File: src/sv/clt_pkg.sv
`default_nettype none

package clt_pkg;

  localparam int unsigned QueueDepth = 2;
  localparam int unsigned ResBufDepth = 2;

  localparam logic [7:0] ChEqual  = 8'h3D;
  localparam logic [7:0] ChComma  = 8'h2C;
  localparam logic [7:0] ChColon  = 8'h3A;
  localparam logic [7:0] ChQuote  = 8'h22;
  localparam logic [7:0] ChBslash = 8'h5C;
  localparam logic [7:0] ChSpace  = 8'h20;
  localparam logic [7:0] ChTab    = 8'h09;
  localparam logic [7:0] ChDel    = 8'h7F;

  typedef enum logic [3:0] {
    PH_NAME_BLANK  = 4'd0,
    PH_NAME_CHARS  = 4'd1,
    PH_NAME_TAIL   = 4'd2,
    PH_CONT_START  = 4'd3,
    PH_SEG_START   = 4'd4,
    PH_SEG_BODY    = 4'd5,
    PH_POST        = 4'd6,
    PH_AFTER_COMMA = 4'd7
  } phase_e;

  typedef enum logic [2:0] {
    K_NAME  = 3'd0,
    K_VALUE = 3'd1,
    K_OPT   = 3'd2,
    K_CHAR  = 3'd3,
    K_STAT  = 3'd4
  } kind_e;

  typedef enum logic [1:0] {
    ST_OK     = 2'd0,
    ST_SYNTAX = 2'd1,
    ST_MORE   = 2'd2
  } status_e;

  typedef struct packed {
    logic [7:0] data_byte;
    logic       line_end;
    logic       blank;
    logic       graph;
    logic       ctrl;
    logic       equal;
    logic       comma;
    logic       colon;
    logic       quote;
    logic       bslash;
  } item_t;

  typedef struct packed {
    kind_e      kind;
    logic [7:0] char_value;
    status_e    status;
  } res_t;

endpackage

`default_nettype wire

File: src/sv/clt_in_if.sv
`default_nettype none

interface clt_in_if;
  logic       valid;
  logic       ready;
  logic [7:0] data_byte;
  logic       line_end;

  modport source(output valid, output data_byte, output line_end, input ready);
  modport sink(input valid, input data_byte, input line_end, output ready);
endinterface

`default_nettype wire

File: src/sv/clt_out_if.sv
`default_nettype none

interface clt_out_if;
  logic       valid;
  logic       ready;
  logic [2:0] result_kind;
  logic [7:0] char_value;
  logic [1:0] line_status;

  modport source(output valid, output result_kind, output char_value, output line_status,
                 input ready);
  modport sink(input valid, input result_kind, input char_value, input line_status,
               output ready);
endinterface

`default_nettype wire

File: src/sv/config_line_tokenizer.sv
// Byte-serial tokenizer for lines of the form "name = value:opt, value". One byte or line-end
// marker is taken per transfer on in_i, and the block accepts one every cycle as long as the
// result side keeps up. Each item yields zero, one or two results on out_o, one per cycle
// while out_o is ready. A byte that produces two results (a value start followed by its
// first character or by an option start, or a value start followed by the status on a
// continuation line) puts both in the result buffer as it leaves the queue. The second waits
// in the buffer's spare slot, so the input slows only when such bytes arrive faster than
// out_o drains them. The classifier feeds a two-entry queue, and the parser drains it into a
// two-slot result buffer; bytes are registered in the queue, results in the buffer. A line-end
// transfer always produces a status result and clears the per-line state.
`default_nettype none

module config_line_tokenizer (
  input  wire logic clk_i,
  input  wire logic rst_ni,
  clt_in_if.sink    in_i,
  clt_out_if.source out_o
);

  logic           push, full, q_valid, pop;
  clt_pkg::item_t item, head;

  clt_front u_front (
    .in_i   (in_i),
    .full_i (full),
    .push_o (push),
    .item_o (item)
  );

  clt_queue u_queue (
    .clk_i   (clk_i),
    .rst_ni  (rst_ni),
    .push_i  (push),
    .item_i  (item),
    .full_o  (full),
    .valid_o (q_valid),
    .head_o  (head),
    .pop_i   (pop)
  );

  clt_back u_back (
    .clk_i   (clk_i),
    .rst_ni  (rst_ni),
    .valid_i (q_valid),
    .head_i  (head),
    .pop_o   (pop),
    .out_o   (out_o)
  );

endmodule

`default_nettype wire

File: src/sv/clt_front.sv
`default_nettype none

module clt_front (
  clt_in_if.sink         in_i,
  input  wire logic      full_i,
  output logic           push_o,
  output clt_pkg::item_t item_o
);

  logic [7:0] b;

  assign b         = in_i.data_byte;
  assign in_i.ready = !full_i;
  assign push_o    = in_i.valid && !full_i;

  always_comb begin
    item_o.data_byte = b;
    item_o.line_end  = in_i.line_end;
    item_o.blank     = (b == clt_pkg::ChSpace) || (b == clt_pkg::ChTab);
    item_o.graph     = (b > clt_pkg::ChSpace) && (b < clt_pkg::ChDel);
    item_o.ctrl      = (b < clt_pkg::ChSpace) || (b == clt_pkg::ChDel);
    item_o.equal     = (b == clt_pkg::ChEqual);
    item_o.comma     = (b == clt_pkg::ChComma);
    item_o.colon     = (b == clt_pkg::ChColon);
    item_o.quote     = (b == clt_pkg::ChQuote);
    item_o.bslash    = (b == clt_pkg::ChBslash);
  end

endmodule

`default_nettype wire

File: src/sv/clt_queue.sv
`default_nettype none

module clt_queue (
  input  wire logic           clk_i,
  input  wire logic           rst_ni,
  input  wire logic           push_i,
  input  clt_pkg::item_t      item_i,
  output logic                full_o,
  output logic                valid_o,
  output clt_pkg::item_t      head_o,
  input  wire logic           pop_i
);

  localparam int unsigned PtrW = $clog2(clt_pkg::QueueDepth);
  localparam int unsigned CntW = $clog2(clt_pkg::QueueDepth + 1);

  clt_pkg::item_t mem_q [clt_pkg::QueueDepth];
  logic [PtrW-1:0] wr_ptr_q, rd_ptr_q;
  logic [CntW-1:0] cnt_q;

  assign full_o  = (cnt_q == CntW'(clt_pkg::QueueDepth));
  assign valid_o = (cnt_q != '0);
  assign head_o  = mem_q[rd_ptr_q];

  always_ff @(posedge clk_i) begin
    if (push_i) begin
      mem_q[wr_ptr_q] <= item_i;
    end
  end

  always_ff @(posedge clk_i or negedge rst_ni) begin
    if (!rst_ni) begin
      wr_ptr_q <= '0;
      rd_ptr_q <= '0;
      cnt_q    <= '0;
    end else begin
      if (push_i) begin
        wr_ptr_q <= (wr_ptr_q == PtrW'(clt_pkg::QueueDepth - 1)) ? '0 : wr_ptr_q + 1'b1;
      end
      if (pop_i) begin
        rd_ptr_q <= (rd_ptr_q == PtrW'(clt_pkg::QueueDepth - 1)) ? '0 : rd_ptr_q + 1'b1;
      end
      if (push_i && !pop_i) begin
        cnt_q <= cnt_q + 1'b1;
      end else if (pop_i && !push_i) begin
        cnt_q <= cnt_q - 1'b1;
      end
    end
  end

endmodule

`default_nettype wire

File: src/sv/clt_back.sv
`default_nettype none

module clt_back (
  input  wire logic      clk_i,
  input  wire logic      rst_ni,
  input  wire logic      valid_i,
  input  clt_pkg::item_t head_i,
  output logic           pop_o,
  clt_out_if.source      out_o
);

  clt_pkg::phase_e phase_q, phase_d;
  logic inq_q, inq_d;
  logic esc_q, esc_d;
  logic cont_q, cont_d;
  logic lgc_q, lgc_d;
  logic error_q, error_d;
  logic stopped_q, stopped_d;

  clt_pkg::res_t s0_q, s0_d, s1_q, s1_d;
  logic [1:0] cnt_q, cnt_d;

  logic pre, mv, seg_start, unq, aft, err, deq;
  clt_pkg::res_t main_res, r0;
  logic [1:0] n;

  always_comb begin
    phase_d   = phase_q;
    inq_d     = inq_q;
    esc_d     = esc_q;
    cont_d    = cont_q;
    lgc_d     = lgc_q;
    error_d   = error_q;
    stopped_d = stopped_q;
    pre       = 1'b0;
    mv        = 1'b0;
    seg_start = 1'b0;
    unq       = 1'b0;
    aft       = 1'b0;
    err       = error_q;
    main_res  = '{kind: clt_pkg::K_NAME, char_value: 8'h00, status: clt_pkg::ST_OK};

    if (head_i.line_end) begin
      if (!error_q && !stopped_q) begin
        if (phase_q == clt_pkg::PH_NAME_BLANK || phase_q == clt_pkg::PH_NAME_CHARS ||
            phase_q == clt_pkg::PH_NAME_TAIL) begin
          err = 1'b1;
        end else if (phase_q == clt_pkg::PH_CONT_START) begin
          pre = 1'b1;
        end else if (phase_q == clt_pkg::PH_SEG_BODY && inq_q) begin
          err = 1'b1;
        end
      end
      mv            = 1'b1;
      main_res.kind = clt_pkg::K_STAT;
      if (err) begin
        main_res.status = clt_pkg::ST_SYNTAX;
      end else if (lgc_q) begin
        main_res.status = clt_pkg::ST_MORE;
      end
      cont_d    = !err && lgc_q;
      phase_d   = (!err && lgc_q) ? clt_pkg::PH_CONT_START : clt_pkg::PH_NAME_BLANK;
      inq_d     = 1'b0;
      esc_d     = 1'b0;
      lgc_d     = 1'b0;
      error_d   = 1'b0;
      stopped_d = 1'b0;
    end else if (!error_q && !stopped_q) begin
      if (head_i.graph) begin
        lgc_d = head_i.comma;
      end
      unique case (phase_q)
        clt_pkg::PH_NAME_BLANK, clt_pkg::PH_NAME_CHARS, clt_pkg::PH_NAME_TAIL: begin
          if (head_i.equal) begin
            mv            = 1'b1;
            main_res.kind = clt_pkg::K_VALUE;
            phase_d       = clt_pkg::PH_SEG_START;
          end else if (head_i.blank) begin
            if (phase_q != clt_pkg::PH_NAME_BLANK) begin
              phase_d = clt_pkg::PH_NAME_TAIL;
            end
          end else if (head_i.graph && phase_q != clt_pkg::PH_NAME_TAIL) begin
            mv                  = 1'b1;
            main_res.char_value = head_i.data_byte;
            phase_d             = clt_pkg::PH_NAME_CHARS;
          end else begin
            error_d = 1'b1;
          end
        end
        clt_pkg::PH_CONT_START: begin
          pre       = 1'b1;
          seg_start = 1'b1;
        end
        clt_pkg::PH_SEG_START: begin
          seg_start = 1'b1;
        end
        clt_pkg::PH_SEG_BODY: begin
          if (esc_q) begin
            mv                  = 1'b1;
            main_res.kind       = clt_pkg::K_CHAR;
            main_res.char_value = head_i.data_byte;
            esc_d               = 1'b0;
          end else if (inq_q) begin
            if (head_i.bslash) begin
              esc_d = 1'b1;
            end else if (head_i.quote) begin
              inq_d   = 1'b0;
              phase_d = clt_pkg::PH_POST;
            end else begin
              mv                  = 1'b1;
              main_res.kind       = clt_pkg::K_CHAR;
              main_res.char_value = head_i.data_byte;
            end
          end else begin
            unq = 1'b1;
          end
        end
        clt_pkg::PH_AFTER_COMMA: begin
          if (head_i.ctrl) begin
            stopped_d = 1'b1;
          end else begin
            pre       = 1'b1;
            seg_start = 1'b1;
          end
        end
        default: begin
          aft = 1'b1;
        end
      endcase

      if (seg_start) begin
        if (head_i.blank) begin
          phase_d = clt_pkg::PH_SEG_START;
        end else if (head_i.quote) begin
          inq_d   = 1'b1;
          phase_d = clt_pkg::PH_SEG_BODY;
        end else begin
          unq = 1'b1;
        end
      end

      if (unq) begin
        if (head_i.bslash) begin
          esc_d   = 1'b1;
          phase_d = clt_pkg::PH_SEG_BODY;
        end else if (head_i.graph && !head_i.comma && !head_i.colon) begin
          mv                  = 1'b1;
          main_res.kind       = clt_pkg::K_CHAR;
          main_res.char_value = head_i.data_byte;
          phase_d             = clt_pkg::PH_SEG_BODY;
        end else begin
          aft = 1'b1;
        end
      end

      if (aft) begin
        if (head_i.blank) begin
          phase_d = clt_pkg::PH_POST;
        end else if (head_i.colon) begin
          mv            = 1'b1;
          main_res.kind = clt_pkg::K_OPT;
          phase_d       = clt_pkg::PH_SEG_START;
        end else if (head_i.comma) begin
          phase_d = clt_pkg::PH_AFTER_COMMA;
        end else if (head_i.ctrl) begin
          stopped_d = 1'b1;
        end else begin
          error_d = 1'b1;
        end
      end
    end
  end

  assign n   = {1'b0, pre} + {1'b0, mv};
  assign r0  = pre ? clt_pkg::res_t'{kind: clt_pkg::K_VALUE, char_value: 8'h00,
                                     status: clt_pkg::ST_OK}
                   : main_res;
  assign deq = out_o.valid && out_o.ready;

  // An item leaves the queue only when the result buffer has room for all of its results.
  assign pop_o = valid_i &&
                 (({1'b0, cnt_q} - {2'b00, deq} + {1'b0, n}) <= 3'(clt_pkg::ResBufDepth));

  always_comb begin
    s0_d  = s0_q;
    s1_d  = s1_q;
    cnt_d = cnt_q;
    if (deq) begin
      s0_d  = s1_q;
      cnt_d = cnt_q - 1'b1;
    end
    if (pop_o) begin
      if (n == 2'd2) begin
        s0_d  = r0;
        s1_d  = main_res;
        cnt_d = 2'd2;
      end else if (n == 2'd1) begin
        if (cnt_d == 2'd0) begin
          s0_d = r0;
        end else begin
          s1_d = r0;
        end
        cnt_d = cnt_d + 1'b1;
      end
    end
  end

  assign out_o.valid       = (cnt_q != 2'd0);
  assign out_o.result_kind = s0_q.kind;
  assign out_o.char_value  = s0_q.char_value;
  assign out_o.line_status = s0_q.status;

  always_ff @(posedge clk_i) begin
    s0_q <= s0_d;
    s1_q <= s1_d;
  end

  always_ff @(posedge clk_i or negedge rst_ni) begin
    if (!rst_ni) begin
      phase_q   <= clt_pkg::PH_NAME_BLANK;
      inq_q     <= 1'b0;
      esc_q     <= 1'b0;
      cont_q    <= 1'b0;
      lgc_q     <= 1'b0;
      error_q   <= 1'b0;
      stopped_q <= 1'b0;
      cnt_q     <= 2'd0;
    end else begin
      if (pop_o) begin
        phase_q   <= phase_d;
        inq_q     <= inq_d;
        esc_q     <= esc_d;
        cont_q    <= cont_d;
        lgc_q     <= lgc_d;
        error_q   <= error_d;
        stopped_q <= stopped_d;
      end
      cnt_q <= cnt_d;
    end
  end

  // The result buffer never holds more than its two slots.
  a_cnt_bound: assert property (@(posedge clk_i) disable iff (!rst_ni)
    cnt_q <= 2'd2) else $error("result buffer overflow");

  // Every line end produces a status result.
  a_end_status: assert property (@(posedge clk_i) disable iff (!rst_ni)
    pop_o && head_i.line_end |-> mv && main_res.kind == clt_pkg::K_STAT)
    else $error("line end without status");

  // Per-line state is cleared after a line end.
  a_end_clear: assert property (@(posedge clk_i) disable iff (!rst_ni)
    pop_o && head_i.line_end |=> !error_q && !stopped_q && !inq_q && !esc_q && !lgc_q)
    else $error("line state not cleared");

  // A dead line swallows bytes silently.
  a_dead_silent: assert property (@(posedge clk_i) disable iff (!rst_ni)
    pop_o && !head_i.line_end && (error_q || stopped_q) |-> n == 2'd0)
    else $error("result from a dead line");

  // The continuation phase is entered only after an expect-more status.
  a_cont_phase: assert property (@(posedge clk_i) disable iff (!rst_ni)
    phase_q == clt_pkg::PH_CONT_START |-> cont_q)
    else $error("continuation phase without continuation flag");

endmodule

`default_nettype wire
File: src/flat_wrapper.sv
// flat-port wrapper written by rule: the top's interface ports become plain ports
module config_line_tokenizer_flat 
  (clk_i, rst_ni, in_i_valid, in_i_data_byte, in_i_line_end, in_i_ready, out_o_valid, out_o_result_kind, out_o_char_value, out_o_line_status, out_o_ready);
  clt_in_if in_i_i ();
  clt_out_if out_o_i ();
  input  wire logic clk_i;
  input  wire logic rst_ni;
  input wire logic [$bits(in_i_i.valid)-1:0] in_i_valid;
  input wire logic [$bits(in_i_i.data_byte)-1:0] in_i_data_byte;
  input wire logic [$bits(in_i_i.line_end)-1:0] in_i_line_end;
  output wire logic [$bits(in_i_i.ready)-1:0] in_i_ready;
  output wire logic [$bits(out_o_i.valid)-1:0] out_o_valid;
  output wire logic [$bits(out_o_i.result_kind)-1:0] out_o_result_kind;
  output wire logic [$bits(out_o_i.char_value)-1:0] out_o_char_value;
  output wire logic [$bits(out_o_i.line_status)-1:0] out_o_line_status;
  input wire logic [$bits(out_o_i.ready)-1:0] out_o_ready;
  assign in_i_i.valid = in_i_valid;
  assign in_i_i.data_byte = in_i_data_byte;
  assign in_i_i.line_end = in_i_line_end;
  assign in_i_ready = in_i_i.ready;
  assign out_o_valid = out_o_i.valid;
  assign out_o_result_kind = out_o_i.result_kind;
  assign out_o_char_value = out_o_i.char_value;
  assign out_o_line_status = out_o_i.line_status;
  assign out_o_i.ready = out_o_ready;
  config_line_tokenizer u_core (.clk_i(clk_i), .rst_ni(rst_ni), .in_i(in_i_i), .out_o(out_o_i));
endmodule
File: config.mk
export PLATFORM = sky130hd
export DESIGN_NAME = config_line_tokenizer_flat
export DESIGN_NICKNAME = d
export VERILOG_FILES = /design/src/sv/clt_pkg.sv /design/src/sv/clt_in_if.sv /design/src/sv/clt_out_if.sv /design/src/sv/config_line_tokenizer.sv /design/src/sv/clt_front.sv /design/src/sv/clt_queue.sv /design/src/sv/clt_back.sv /design/src/flat_wrapper.sv
export SDC_FILE = /design/constraint.sdc
export NUM_CORES = 1
export LEC_CHECK = 0
export ABC_AREA = 1
export BUFFER_PORTS_ARGS = -buffer_cell sky130_fd_sc_hd__buf_2
export CAP_MARGIN = 30
export CORE_MARGIN = 2
export CORE_UTILIZATION = 65
export CTS_CLUSTER_DIAMETER = 30
export DETAILED_ROUTE_END_ITERATION = 6
export HOLD_SLACK_MARGIN = 0.03
export MAX_ROUTING_LAYER = met4
export PLACE_DENSITY = 0.95
export REMOVE_ABC_BUFFERS = 1
export SETUP_SLACK_MARGIN = 0.4
export SKIP_CTS_REPAIR_TIMING = 1
export SLEW_MARGIN = 20
export SYNTH_ARGS = -nofsm -noshare
export SYNTH_HDL_FRONTEND = slang
export SYNTH_SLANG_ARGS = --single-unit
File: constraint.sdc
create_clock -name clk_i -period 6.9 [get_ports clk_i]
set_input_delay 0 -clock clk_i [delete_from_list [all_inputs] [get_ports clk_i]]
set_output_delay 0 -clock clk_i [all_outputs]
set_load 0.02 [all_outputs]
---- Word-level counts from Yosys, hierarchy flattened ----
Memory sizes are Yosys's and may differ from the RTL's.
Index checks and enable logic that the tools add are counted.
word-level totals
  word-level logic and storage cells ...... 237
  flip-flop bits (word level) ............. 41
  memories ................................ 1
  output and inout port bits .............. 15
  bits in writable memories ............... 34
memories
  memory                words  width  rd ports  clocked after memory_dff  write ports  line             source
  u_core.u_queue.mem_q  2      17     1         0                         1            clt_queue.sv:17  clt_pkg::item_t mem_q [clt_pkg::QueueDepth];
cells by class
  add/subtract/negate cells ............... 9
  reductions and logical operators ........ 39
  $lt $le $gt $ge ......................... 4
  muxes and demuxes ....................... 149
  equal/unequal tests ..................... 19
operator list
  cell                count
  $mux 13             9
  $mux 1              87
  $mux 4              20
  $mux 11             6
  $eq 8x6->1 const B  5
  $mux 10             4
  $mux 8              4
  $mux 2              10
  $pmux 10 s2         1
  $eq 8x7->1 const B  2
  $eq 4x3->1 const B  3
  $logic_and 1x1->1   12
  $mux 3              4
  $reduce_bool 2->1   6
  $eq 4x2->1 const B  2
  $eq 8x4->1 const B  1
  $gt 8x6->1 const B  1
  $logic_not 1->1     8
  $lt 8x6->1 const B  1
  $lt 8x7->1 const B  1
  $pmux 4 s2          1
  $reduce_or 7->1     1
  $pmux 1 s2          3
  $reduce_and 3->1    2
  other kinds (19)    26

---- Depth between registers and ports, before layout ----
Gate-level depths: netlist of run 1.
  depth in word-level cells ............... 21
  gate-level depth with buffers ........... 28

---- Modules after synthesis ----
Synthesis of run 1 repeated with hierarchy kept, for this count alone.
unflattened totals
  cell total of the unflattened synthesis .. 437
  area total of the unflattened synthesis .. 4250.3 um^2
by module, submodules not included
  module     area each (um^2)  cells each  times used
  clt_back   2494.9            305         1
  clt_queue  1483.9            78          1
  clt_front  271.5             54          1

---- Least setup slack after synthesis of run 1 ----
No wires, ideal clock.
  kind .................................... reg2reg
  start point ............................. register u_core.u_queue.rd_ptr_q
  end point ............................... register u_core.u_back.s1_q[0] (netlist bit) (enable)
  path slack .............................. 2.378 ns
  required time ........................... 6.496 ns
  buffers on the path ..................... 3
  library setup time ...................... 0.404 ns
  cell stages (with the launch flop) ...... 25
  data arrival time ....................... 4.118 ns
  period minus slack after synthesis ...... 4.522 ns
  cell sequence ........................... dfrtp_1 > buf_6 > inv_8 > buf_8 > nand2_4 > nand2_4 > nand3_4 > nand2_4 > inv_2 > nand3_2 > nand2_4 > a21oi_4 > a21oi_2 > ha_1 > inv_1 > ha_1 > inv_1 > ha_1 > inv_1 > fa_1 > inv_1 > a21oi_2 > o21ai_2 > buf_2 > a211oi_1
on the way
  word-level cells in the longest chain between the ends .. 19
  elaborated cells between the ends (all ways) .. 48
RTL lines
  element                                      line                                             source
  from (decl)                                  clt_queue.sv:18                                  logic [PtrW-1:0] wr_ptr_q, rd_ptr_q;
  from (signal assigned)                       clt_queue.sv:41                                  rd_ptr_q <= (rd_ptr_q == PtrW'(clt_pkg::QueueDepth - 1)) ? '0 : rd_ptr_q + 1'b1;
  $mem_v2 2x17 *                               -
  $mux 1 (tied with other cells)               clt_back.sv:106                                  end else if (head_i.quote) begin
  $mux 1 (tied with other cells)               clt_back.sv:104                                  if (head_i.bslash) begin
  $mux 1, on equally long branches             clt_back.sv:103, clt_back.sv:68, clt_back.sv:78
  $mux 1, on equally long branches             clt_back.sv:98, clt_back.sv:43, clt_back.sv:74
  $pmux 1 s2 / $mux 1 (equally long branches)  clt_back.sv:72, clt_back.sv:131
  $mux 1, on equally long branches             clt_back.sv:146, clt_back.sv:68
  $mux 1, on equally long branches             clt_back.sv:143, clt_back.sv:43
  [3 not listed]                               -
  $mux 1                                       clt_back.sv:156                                  if (aft) begin
  $mux 1                                       clt_back.sv:68                                   end else if (!error_q && !stopped_q) begin
  $mux 1                                       clt_back.sv:43                                   if (head_i.line_end) begin
  $add 1x1->2 *                                clt_back.sv:174                                  assign n = {1'b0, pre} + {1'b0, mv};
  $add 3x2->3                                  clt_back.sv:182                                  (({1'b0, cnt_q} - {2'b00, deq} + {1'b0, n}) <= 3'(clt_pkg::ResBufDepth));
  $le 3x2->1                                   clt_back.sv:182
  $logic_and 1x1->1                            clt_back.sv:181                                  assign pop_o = valid_i &&
  $reduce_and 3->1 (no source line) *          -
  to (signal assigned)                         clt_back.sv:215                                  s1_q <= s1_d;
  to (decl)                                    clt_back.sv:20                                   clt_pkg::res_t s0_q, s0_d, s1_q, s1_d;
Mark *: on every way between the ends. The rest lies on a longest branch, timed or not. The select of a mux whose other input is x is not followed.
A chain may end at the register's enable or synchronous reset.

==> results of run 1 <==
## metrics by stage
stage / util [%] / hold slack (ns) / area [um2] / setup slack [ns] / std cells
2_1_floorplan: - / -0.296 / 3970 / 2.23 / 430
3_3_place_gp: 70.8 / -0.0599 / 4220 / 2.23 / 534
3_5_place_dp: 70.8 / -0.0571 / 4220 / 2.00 / 534
4_1_cts: 73.7 / -0.430 / 4390 / 1.95 / 550
5_1_grt: 75.5 / 0.126 / 4500 / 1.69 / 561
6_report: 75.5 / 0.0971 / 4500 / 2.04 / 561
## sequential cells by signal (all words and copies together), names as in the netlist, 2 cells and up
signal                           count
u_core.u_back.out_o.char_value       8
u_core.u_back.out_o.result_kind      3
u_core.u_back.s1_q                  13
u_core.u_back.phase_q                4
u_core.u_queue.mem_q                34
u_core.u_back.out_o.line_status      2
u_core.u_back.cnt_q                  2
u_core.u_queue.cnt_q                 2
## worst register-to-register path, delay by kind of cell, from the launching register on
kind                       cells  cell delay (ns)
adders and majority gates      4             1.02
buffers and inverters          7             1.06
and+or+nand+nor                5             0.91
AOI/OAI and AO/OA              4             0.74
xor gates and xnor gates       1             0.19
DFF                            1             0.80
## final cells by class
class	count	area (um2)	area share, %
clock inverter	7	45.0	1.00
timing repair buffer	40	258	5.73
multi-input combinational	293	1690	37.5
tap	75	93.8	2.09
inverter	62	240	5.34
clock buffer	9	124	2.76
sequential	75	2050	45.5
## layer usage
metal | wire length (um) | GRT usage, % | share of wire, % | vias up
li1 | - | - | - | 1534
met1 | 3760 | 33.7 | 41 | 1499
met2 | 4640 | 44.3 | 51 | 126
met3 | 510 | 4.77 | 5.6 | 18
met4 | 187 | 11.3 | 2.1 | 0
met5 | 0 | - | 0 | -
## cell families (layout without fill, tap and decap cells)
group / count (synthesis) / in the layout
AND/OR/NAND/NOR: 215 / 215
flip-flops: 75 / 75
buffers and inverters: 71 / 118
AO/OA/AOI/OAI: 62 / 62
adder cells (fa/ha/maj): 9 / 9
XOR/XNOR: 6 / 6
multiplexers: 1 / 1
## synth_stat cells (3+ instances only)
cell type  number  area [um2]
nand2_1        99         372
inv_1          51         191
nor2_1         48         180
edfxtp_1       47        1410
dfrtp_1        15         375
dfxtp_1        13         260
o21ai_0        13        65.1
nand3_2        12         120
nand3_1        11        55.1
inv_2          10        37.5
o21ai_2        10        87.6
a21oi_1         9        45.0
or2_2           9        56.3
ha_1            8         100
o211ai_1        8        60.1
nand2_2         7        43.8
nor3_1          7        35.0
nand2_4         6        67.6
nor2_2          6        37.5
o21ai_1         4        20.0
buf_6           3        33.8
xnor2_1         3        26.3
xor2_1          3        26.3
## how the worst max path moves through the flow
stage	start	endpoint	slack [ns]	depth (start not counted)
after floorplan	u_core.u_queue.rd_ptr_q	u_core.u_back.s1_q[0]	2.23	17
after global placement	u_core.u_queue.rd_ptr_q	u_core.u_back.s1_q[5]	2.23	17
after detailed placement	u_core.u_queue.rd_ptr_q	u_core.u_back.s1_q[8]	2.00	17
after CTS	u_core.u_queue.rd_ptr_q	u_core.u_back.s1_q[11]	1.95	17
after global routing	u_core.u_queue.rd_ptr_q	u_core.u_back.out_o.result_kind[1]	1.69	21
final	u_core.u_queue.rd_ptr_q	u_core.u_back.out_o.line_status[1]	2.04	21
## cells in the final DEF (no fill, tap or decap), types with 3 or more instances in the layout
cell type      instances
or2_2                  9
nor2_2                 6
dlygate4sd3_1         10
nor3_1                 7
nor2_1                48
dfxtp_1               13
xnor2_1                3
nand3_2               12
clkinv_1               3
nand2_4                6
clkinv_4               3
inv_1                 51
o211ai_1               8
o21ai_1                4
inv_2                 10
a21oi_1                9
nand3_1               11
nand2_2                7
o21ai_2               10
nand2_1               99
o21ai_0               13
ha_1                   8
dfrtp_1               15
clkbuf_8               9
buf_2                 27
xor2_1                 3
edfxtp_1              47
buf_4                  3
==> reports/results.tsv, run 1 <==
stage	metric	value	unit
run_status	outcome	complete, no violations	
synthesis	Post-Synth Simple-Gate Area	26.3	%
worst_setup_path	WS Path Type	register to register	
synthesis	ys async rst share	20.0	%
run	maxcap violations	0	
routing	Total Wirelength	9090	um
routing	wire per inst	16.2	um
floorplanning	core area	0.00596	mm2
global_route	vias in the first global route	3026	
routing	remaining antenna violation count	0	
clock_network	deepest clock path buffer count	2	
worst_setup_path	Reg2Reg Depth	21	
sta	max frequency	0.206	GHz
synthesis	Primary FF master, synth	edfxtp_1	
synthesis	number of synthesized register bits	75	
cells_and_area	share of layout cells above drive strength 1	23.3	%
floorplanning	die area	0.00687	mm2
worst_setup_path	crit path DAT	5.07	ns
global_route	initial antenna violation count	0	
synthesis	main combinational cell family by area after synthesis	simple AND/OR/NAND/NOR gates	
synthesis	Yosys warnings	0	
worst_setup_path	R2R Setup Slk	2.04	ns
cells_and_area	final net count	503	
global_route	Congestion Overflow GR	0	
placement	GPL Wtd Cong	1.00	
synthesis	Synth Area in Compound Gates	10.8	%
sta	Layout Skew	0.0104	ns
routing	Remaining DRCs	0	
routing	DR vias/cell	5.66	
routing	Pre-antenna DRT Iters	5	
sta	Total Neg Setup Slack	0	ns
cells_and_area	# fillers	386	
worst_setup_path	worst path buffer plus inverter count	7	
worst_setup_path	critical register-to-register path endpoint	u_core.u_back.out_o.line_status[1]	
clock_network	CTS tree	built	
global_route	total track usage	27.2	%
synthesis	sequential area share after synthesis	50.6	%
sta	Fin. Hold Viols	0	
floorplanning	Chip Height	82.9	um
worst_setup_path	CP required	7.11	ns
floorplanning	num rows	28	
hold_path	Min-Delay Path Class	input port to asynchronous set/reset pin	
clock_network	CTS Buf Count	9	
worst_setup_path	Setup crit end kind	register	
cells_and_area	# diodes	0	
clock_network	Clock transition at path regs	0.08	ns
synthesis	multiplexer share of the synthesized area	0.248	%
placement	IO Port Bufs	27	
worst_setup_path	Reg2Reg Launch Point	u_core.u_queue.rd_ptr_q	
worst_setup_path	cell family with most CP delay	buffers and inverters	
synthesis	Adder-Cell Fraction of Synth Area	2.97	%
clock_network	H-tree Lvls	3	
worst_setup_path	Critical Path, Cell by Cell	inv_8, nand2_2, nand2_4, nor2_2, inv_2, o22ai_2, ha_1, inv_1, ha_1, inv_1, ha_1, inv_1, fa_1, xnor2_1, a21oi_2, o21ai_2, nor2_4, inv_2, nor2_2, inv_1, o32ai_1	
worst_setup_path	Crit path largest cell delay	0.80	ns
worst_setup_path	worst-path fanout max	19	
sta	period utilisation layout	70.4	%
cells_and_area	area grow syn2layout	11.2	%
synthesis	Cells after Synth	439	
clock_network	worst skew pair latency	0.35	ns
synthesis	syn_area_per_cell	9.21	um2
clock_network	clk root buf	clkbuf_8	
worst_setup_path	Worst path slowest cell	dfrtp_1	
synthesis	post-synthesis xor/xnor area fraction	1.30	%
placement	dpl hpwl	6370	um
sta	worst-margin pin slew	0.787	ns
routing	Iter 0 DRT Violations	264	
floorplanning	Starting Density	67.9	%
synthesis	Post-synth EDFFs	47	
clock_network	Sink Count	75	
sta	RSZ-0062 raised after global routing	false	
floorplanning	Die Wd	82.9	um
sta	final max-slew violation count	0	
global_route	pin count of the biggest net entering global routing	20	
worst_setup_path	most used cell, CP	inv_1	
sta	min Tclk post-route	4.86	ns
routing	via count	3177	
sta	final setup fails	0	
global_route	first-pass GRT wire length	14400	um
sta	relative slew slack	47.5	%
synthesis	synth unique cells	51	
worst_setup_path	CP Launch Type	register	
floorplanning	Top Ports	28	
synthesis	Cell Area, Synth	0.00404	mm2
Power of run 1 is left out: the tool's default activity adds up to more than one toggle a clock period on the data nets, which glitch-free logic cannot reach.
==> inputs of run 2 (changes only) <==
- CORE_UTILIZATION: 65 -> 60
- PLACE_DENSITY: 0.95 -> 0.9
- clock period: 6.9 -> 4.5 ns (I/O delays scaled with it)
==> reports/results.tsv, run 2 (synthesis gave the netlist of run 1 again) <==
stage	metric	value	unit	change
routing	DR vias/cell	5.85		+3.2%
worst_setup_path	worst path buffer plus inverter count	9		+2
placement	dpl hpwl	6380	um	+0.29%
clock_network	Sink Count	75		unchanged
sta	worst-margin pin slew	0.725	ns	-0.0622 ns
cells_and_area	# fillers	394		+2.1%
floorplanning	num rows	29		+3.6%
placement	GPL Wtd Cong	1.03		+2.8%
sta	max frequency	0.238	GHz	+16%
global_route	first-pass GRT wire length	13800	um	-4.1%
run_status	outcome	complete, no violations		
sta	final max-slew violation count	0		unchanged
sta	min Tclk post-route	4.20	ns	-0.664 ns
routing	Remaining DRCs	0		unchanged
sta	Fin. Hold Viols	0		unchanged
global_route	pin count of the biggest net entering global routing	19		-5.0%
floorplanning	core area	0.00642	mm2	+7.8%
global_route	initial antenna violation count	0		unchanged
worst_setup_path	Setup crit end kind	register		
cells_and_area	most common cell after layout, fill and taps aside	nand2_1		
cells_and_area	share of layout cells above drive strength 1	35.3	%	+12 points
routing	remaining antenna violation count	0		unchanged
clock_network	CTS tree	built		
sta	relative slew slack	51.5	%	+4.0 points
cells_and_area	Reg with most FFs	u_core.u_queue.mem_q		
global_route	vias in the first global route	2900		-4.2%
hold_path	Min-Delay Path Class	input port to asynchronous set/reset pin		
routing	Pre-antenna DRT Iters	5		unchanged
worst_setup_path	worst-path fanout max	5		-14
floorplanning	Starting Density	63.0	%	-4.9 points
run	maxcap violations	0		unchanged
global_route	Congestion Overflow GR	0		unchanged
sta	Layout Skew	0.0107	ns	+0.000253 ns
floorplanning	Chip Height	86.1	um	+3.9%
floorplanning	die area	0.00741	mm2	+7.9%
cells_and_area	final net count	541		+7.6%
floorplanning	Top Ports	28		unchanged
global_route	total track usage	25.3	%	-1.8 points
placement	IO Port Bufs	27		unchanged
worst_setup_path	CP required	4.76	ns	-2.35 ns
clock_network	Clock transition at path regs	0.08	ns	about the same
worst_setup_path	CP Launch Type	register		
clock_network	H-tree Lvls	3		unchanged
cells_and_area	# diodes	0		unchanged
routing	Iter 0 DRT Violations	455		+72%
routing	Total Wirelength	10700	um	+18%
worst_setup_path	most used cell, CP	inv_2		
sta	worst hold slack	0.0833	ns	-0.0137 ns
clock_network	clk root buf	clkbuf_8		
sta	period utilisation layout	93.2	%	+23 points
routing	via count	3514		+11%
floorplanning	Die Wd	86.1	um	+3.9%
worst_setup_path	crit path DAT	4.45	ns	-0.62 ns
routing	wire per inst	17.8	um	+9.7%
worst_setup_path	WS Path Type	register to register		
cells_and_area	area grow syn2layout	24.6	%	
worst_setup_path	Worst path slowest cell	fa_1		
sta	RSZ-0062 raised after global routing	true		
cells_and_area	most frequent cells in the layout	87 x nand2_1, 47 x edfxtp_1, 44 x inv_1, 44 x nor2_1, 34 x buf_4		
sta	final setup fails	0		unchanged
worst_setup_path	Crit path largest cell delay	0.52	ns	-0.28 ns
clock_network	deepest clock path buffer count	2		unchanged
cells_and_area	Largest register FFs	34		unchanged
clock_network	worst skew pair latency	0.37	ns	+0.02 ns
clock_network	CTS Buf Count	9		unchanged
worst_setup_path	cell family with most CP delay	adder cells		
[run 2: cell count changes in the layout (fill, tap and decap cells not counted), sizes merged]
cell,change
buf,+36
clkinv,-3
clkinvlp,+2
inv,+2
clkbuf,+1
[run 2: final timing paths]
| check | slack, ns | cells past startpoint | endpoint | from |
|---|---|---|---|---|
| max reg2reg | 0.30 | 25 | u_core.u_back.out_o.line_status[1] | u_core.u_queue.rd_ptr_q |
| min | 0.08 | 2 | u_core.u_back.cnt_q[0] | rst_ni |
| max | 0.30 | 25 | u_core.u_back.out_o.line_status[1] | u_core.u_queue.rd_ptr_q |
| min in group clk_i | 0.11 | 5 | u_core.u_queue.wr_ptr_q | in_i_valid |
| min reg2reg | 0.51 | 2 | u_core.u_back.out_o.char_value[4] | u_core.u_back.s1_q[6] |
| max in group asynchronous | 4.12 | 2 | u_core.u_back.phase_q[1] | rst_ni |
[run 2: worst register-to-register path, stage by stage, from the launching register on]
cell and delay, ns:
dfrtp_2 0.50, buf_6 0.17, nand2_1 0.06, nand2_2 0.12, nor2_2 0.07, or2_1 0.21
nand2_1 0.11, nand3_1 0.11, inv_1 0.09, a21oi_2 0.07, ha_1 0.34, inv_2 0.09
ha_4 0.20, inv_2 0.06, ha_4 0.12, inv_2 0.03, fa_1 0.52, inv_2 0.04
a21oi_2 0.14, o21ai_2 0.11, nor2_4 0.20, clkinv_4 0.11, nor2_4 0.15, clkinvlp_4 0.15
clkbuf_16 0.19, o32ai_2 0.14
[run 2: routing by layer]
metal  routed length, um  share of wire [%]  global-route usage (%)
met1                3920                 37                    31.6
met2                5460                 51                    40.7
met3                 830                7.8                    4.62
met4                 480                4.5                    10.5
met5                   0                  0                       -
[run 2: per-stage QoR]
step	instances	utilization [%]	area (um2)	setup TNS [ns]	setup slack (ns)
floorplan	430	-	3970	-2.22	-0.171
global placement	542	66.4	4270	0	0.403
detailed placement	542	66.4	4270	0	0.285
CTS	558	69.1	4440	0	0.237
global route	601	78.5	5040	0	0.204
finish	601	78.5	5040	0	0.304
[run 2: cell type report]
class                   count  area (um2)  area share [%]
clock inverters             7        50.0           0.993
repair inverters            1        6.26           0.124
multi-input cells         293        1870            37.0
clock buffers               9         124            2.46
flip-flops and latches     75        2050            40.7
repair buffers             77         589            11.7
inverters                  62         254            5.04
well taps                  77        96.3            1.91
Power of run 2 is left out for the same reason.
==> inputs of run 3 (changes only) <==
- ABC_AREA: 1 -> default
- CORE_UTILIZATION: 60 -> 65
- PLACE_DENSITY: 0.9 -> 0.95
- clock period: 4.5 -> 5.2 ns (I/O delays scaled with it)
==> reports/results.tsv, run 3 <==
stage	metric	value	unit	change
power	Leakage	1.78	nW	
global_route	first-pass GRT wire length	16400	um	+18%
synthesis	sequential area share after synthesis	49.5	%	-1.1 points
cells_and_area	# diodes	0		unchanged
run_status	outcome	complete, no violations		
worst_setup_path	worst-path fanout max	19		+14
routing	DR vias/cell	6.95		+19%
floorplanning	core area	0.00624	mm2	-2.8%
placement	dpl hpwl	7170	um	+12%
routing	wire per inst	21.5	um	+21%
synthesis	Post-synth top cells	47 x edfxtp_1, 32 x nand2_1, 31 x nor2_1		
synthesis	syn_area_per_cell	10.9	um2	+18%
placement	placed standard-cell area	0.00435	mm2	+1.8%
routing	Total Wirelength	10900	um	+2.2%
sta	worst-margin pin slew	0.764	ns	+0.0391 ns
floorplanning	die area	0.00701	mm2	-5.4%
cells_and_area	most common cell after layout, fill and taps aside	edfxtp_1		
worst_setup_path	Crit path largest cell delay	0.59	ns	+0.07 ns
routing	via count	3532		+0.51%
sta	final max-slew violation count	0		unchanged
routing	remaining antenna violation count	0		unchanged
clock_network	Sink Count	75		unchanged
synthesis	top cells by area, synth	edfxtp_1 34%, dfrtp_1 9.1%, dfxtp_1 6.3%		
clock_network	worst skew pair latency	0.36	ns	about the same
clock_network	CTS tree	built		
synthesis	Post-synth EDFFs	47		unchanged
global_route	pin count of the biggest net entering global routing	20		+1
worst_setup_path	Setup crit end kind	register		
global_route	total track usage	30.5	%	+5.2 points
cells_and_area	Largest register FFs	34		unchanged
sta	max frequency	0.216	GHz	-9.4%
cells_and_area	# fillers	402		+2.0%
global_route	vias in the first global route	3175		+9.5%
power	maximum vdd drop	0.508	mV	
worst_setup_path	Worst path slowest cell	dfrtp_4		
placement	GPL Wtd Cong	1.03		-0.30%
sta	relative slew slack	47.7	%	-3.7 points
cells_and_area	share of layout cells above drive strength 1	23.9	%	-11 points
clock_network	clk root buf	clkbuf_8		
sta	RSZ-0062 raised after global routing	true		
floorplanning	Starting Density	66.2	%	+3.3 points
cells_and_area	most frequent cells in the layout	47 x edfxtp_1, 32 x nand2_1, 30 x nor2_1, 27 x buf_2		
sta	Layout Skew	0.0163	ns	+0.00564 ns
sta	min Tclk post-route	4.63	ns	+0.436 ns
cells_and_area	fin cells	508		-15%
global_route	initial antenna violation count	0		unchanged
placement	IO Port Bufs	27		unchanged
worst_setup_path	CP startpoint	u_core.u_queue.rd_ptr_q		
clock_network	H-tree Lvls	3		unchanged
power	Pwr Density	676	mW/mm2	
clock_network	Clock transition at path regs	0.09	ns	about the same
worst_setup_path	Reg2Reg Launch Point	u_core.u_queue.rd_ptr_q		
floorplanning	Top Ports	28		unchanged
worst_setup_path	WS Path Type	register to register		
floorplanning	Die Wd	83.8	um	-2.7%
cells_and_area	fin area	0.00472	mm2	-6.2%
synthesis	synth unique cells	69		+35%
synthesis	cell taking the most area after synthesis	edfxtp_1		
routing	Remaining DRCs	0		unchanged
routing	Iter 0 DRT Violations	426		-6.4%
placement	Placed Cells	476		-12%
synthesis	ys async rst share	20.0	%	unchanged
clock_network	deepest clock path buffer count	2		unchanged
floorplanning	Chip Height	83.8	um	-2.7%
floorplanning	num rows	29		unchanged
worst_setup_path	worst path buffer plus inverter count	3		-6
sta	Fin. Hold Viols	0		unchanged
worst_setup_path	CP required	5.43	ns	+0.67 ns
hold_path	worst hold start	in_i_valid		
worst_setup_path	cell family with most CP delay	compound AO/OA/AOI/OAI gates		
cells_and_area	area grow syn2layout	14.3	%	
global_route	Congestion Overflow GR	0		unchanged
worst_setup_path	CP Launch Type	register		
cells_and_area	final net count	448		-17%
synthesis	Cell Area, Synth	0.00413	mm2	+2.2%
sta	period utilisation layout	89.1	%	-4.2 points
synthesis	Yosys warnings	0		unchanged
worst_setup_path	crit path DAT	4.86	ns	+0.41 ns
synthesis	Primary FF master, synth	edfxtp_1		
synthesis	number of synthesized register bits	75		unchanged
synthesis	top-count cell post-synth	edfxtp_1		
synthesis	Cells after Synth	381		-13%
worst_setup_path	Critical Path, Cell by Cell	nor2b_1, a22oi_2, o21ai_0, a21oi_1, a31oi_1, ha_1, inv_1, ha_1, inv_1, ha_1, inv_1, fa_1, nand2b_1, and3_2, nand2_1, o41ai_1		
routing	Pre-antenna DRT Iters	6		+1
synthesis	top cell type's share of synthesized area	34.1	%	-0.76 points
hold_path	Min-Delay Path Class	input port to register		
run	maxcap violations	0		unchanged
cells_and_area	Reg with most FFs	u_core.u_queue.mem_q		
sta	final setup fails	0		unchanged
clock_network	CTS Buf Count	9		unchanged
-- run 3: cell type report --
cell class	instances	area [um2]	area share, %
flip-flops and latches	75	2050	43.5
multi-input cells	272	1970	41.8
repair buffers	52	345	7.31
clock buffers	10	128	2.70
well taps	77	96.3	2.04
clock inverters	6	65.1	1.38
inverters	16	63.8	1.35
-- run 3: per-stage QoR --
step / total power (W) / hold WS, ns / worst slack, ns / util (%) / setup TNS (ns)
after global routing: 0.00337 / 0.0336 / 0.380 / 75.7 / 0
after CTS: 0.00302 / -0.437 / 0.289 / 72.7 / 0
after floorplan: 0.00211 / -0.296 / -0.188 / - / -2.44
after global placement: 0.00250 / -0.0644 / 0.542 / 69.6 / 0
after detailed placement: 0.00257 / -0.0638 / 0.359 / 69.6 / 0
final: 0.00319 / 0.0298 / 0.568 / 75.7 / 0
-- run 3: worst paths after layout --
path / cells after the start / to / slack [ns]
hold reg to reg: 1 / u_core.u_queue.wr_ptr_q / 0.50
setup reg to reg: 16 / u_core.u_back.out_o.char_value[2] / 0.57
max in group asynchronous: 2 / u_core.u_back.phase_q[0] / 4.79
setup / recovery: 16 / u_core.u_back.out_o.char_value[2] / 0.57
hold / removal: 3 / u_core.u_queue.wr_ptr_q / 0.03
min in group asynchronous: 2 / u_core.u_back.lgc_q / 0.10
-- run 3: cell families after synthesis --
group / count (synthesis) / synth area share, %
DFF: 75 / 49.5
and+or+nand+nor: 131 / 16.4
muxes: 31 / 8.50
xor gates and xnor gates: 7 / 1.48
buffers and inverters: 34 / 3.69
AOI/OAI and AO/OA: 94 / 17.5
adders and majority gates: 9 / 2.91
-- run 3: worst reg2reg max path, stage by stage, from the launching register on --
cell	delay, ns
dfrtp_4	0.59
nor2b_1	0.22
a22oi_2	0.38
o21ai_0	0.16
a21oi_1	0.21
a31oi_1	0.12
ha_1	0.37
inv_1	0.08
ha_1	0.27
inv_1	0.06
ha_1	0.13
inv_1	0.05
fa_1	0.47
nand2b_1	0.12
and3_2	0.29
nand2_1	0.42
o41ai_1	0.57
-- run 3: per-layer routing --
metal	GRT usage (%)	routed length (um)	share of wire [%]	up-vias
met5	-	0	0	-
met4	6.74	343	3.1	0
met3	5.34	866	7.9	38
met2	48.9	5320	49	241
met1	41.4	4390	40	1694
li1	-	-	-	1559
-- run 3: power by group --
part | leakage (nW) | switching (W) | internal (W)
clock | 0.0966 | 0.000234 | 0.000223
combinational | 0.946 | 0.00100 | 0.000662
sequential | 0.742 | 0.000165 | 0.000906
(Power assumes the default switching activity.)
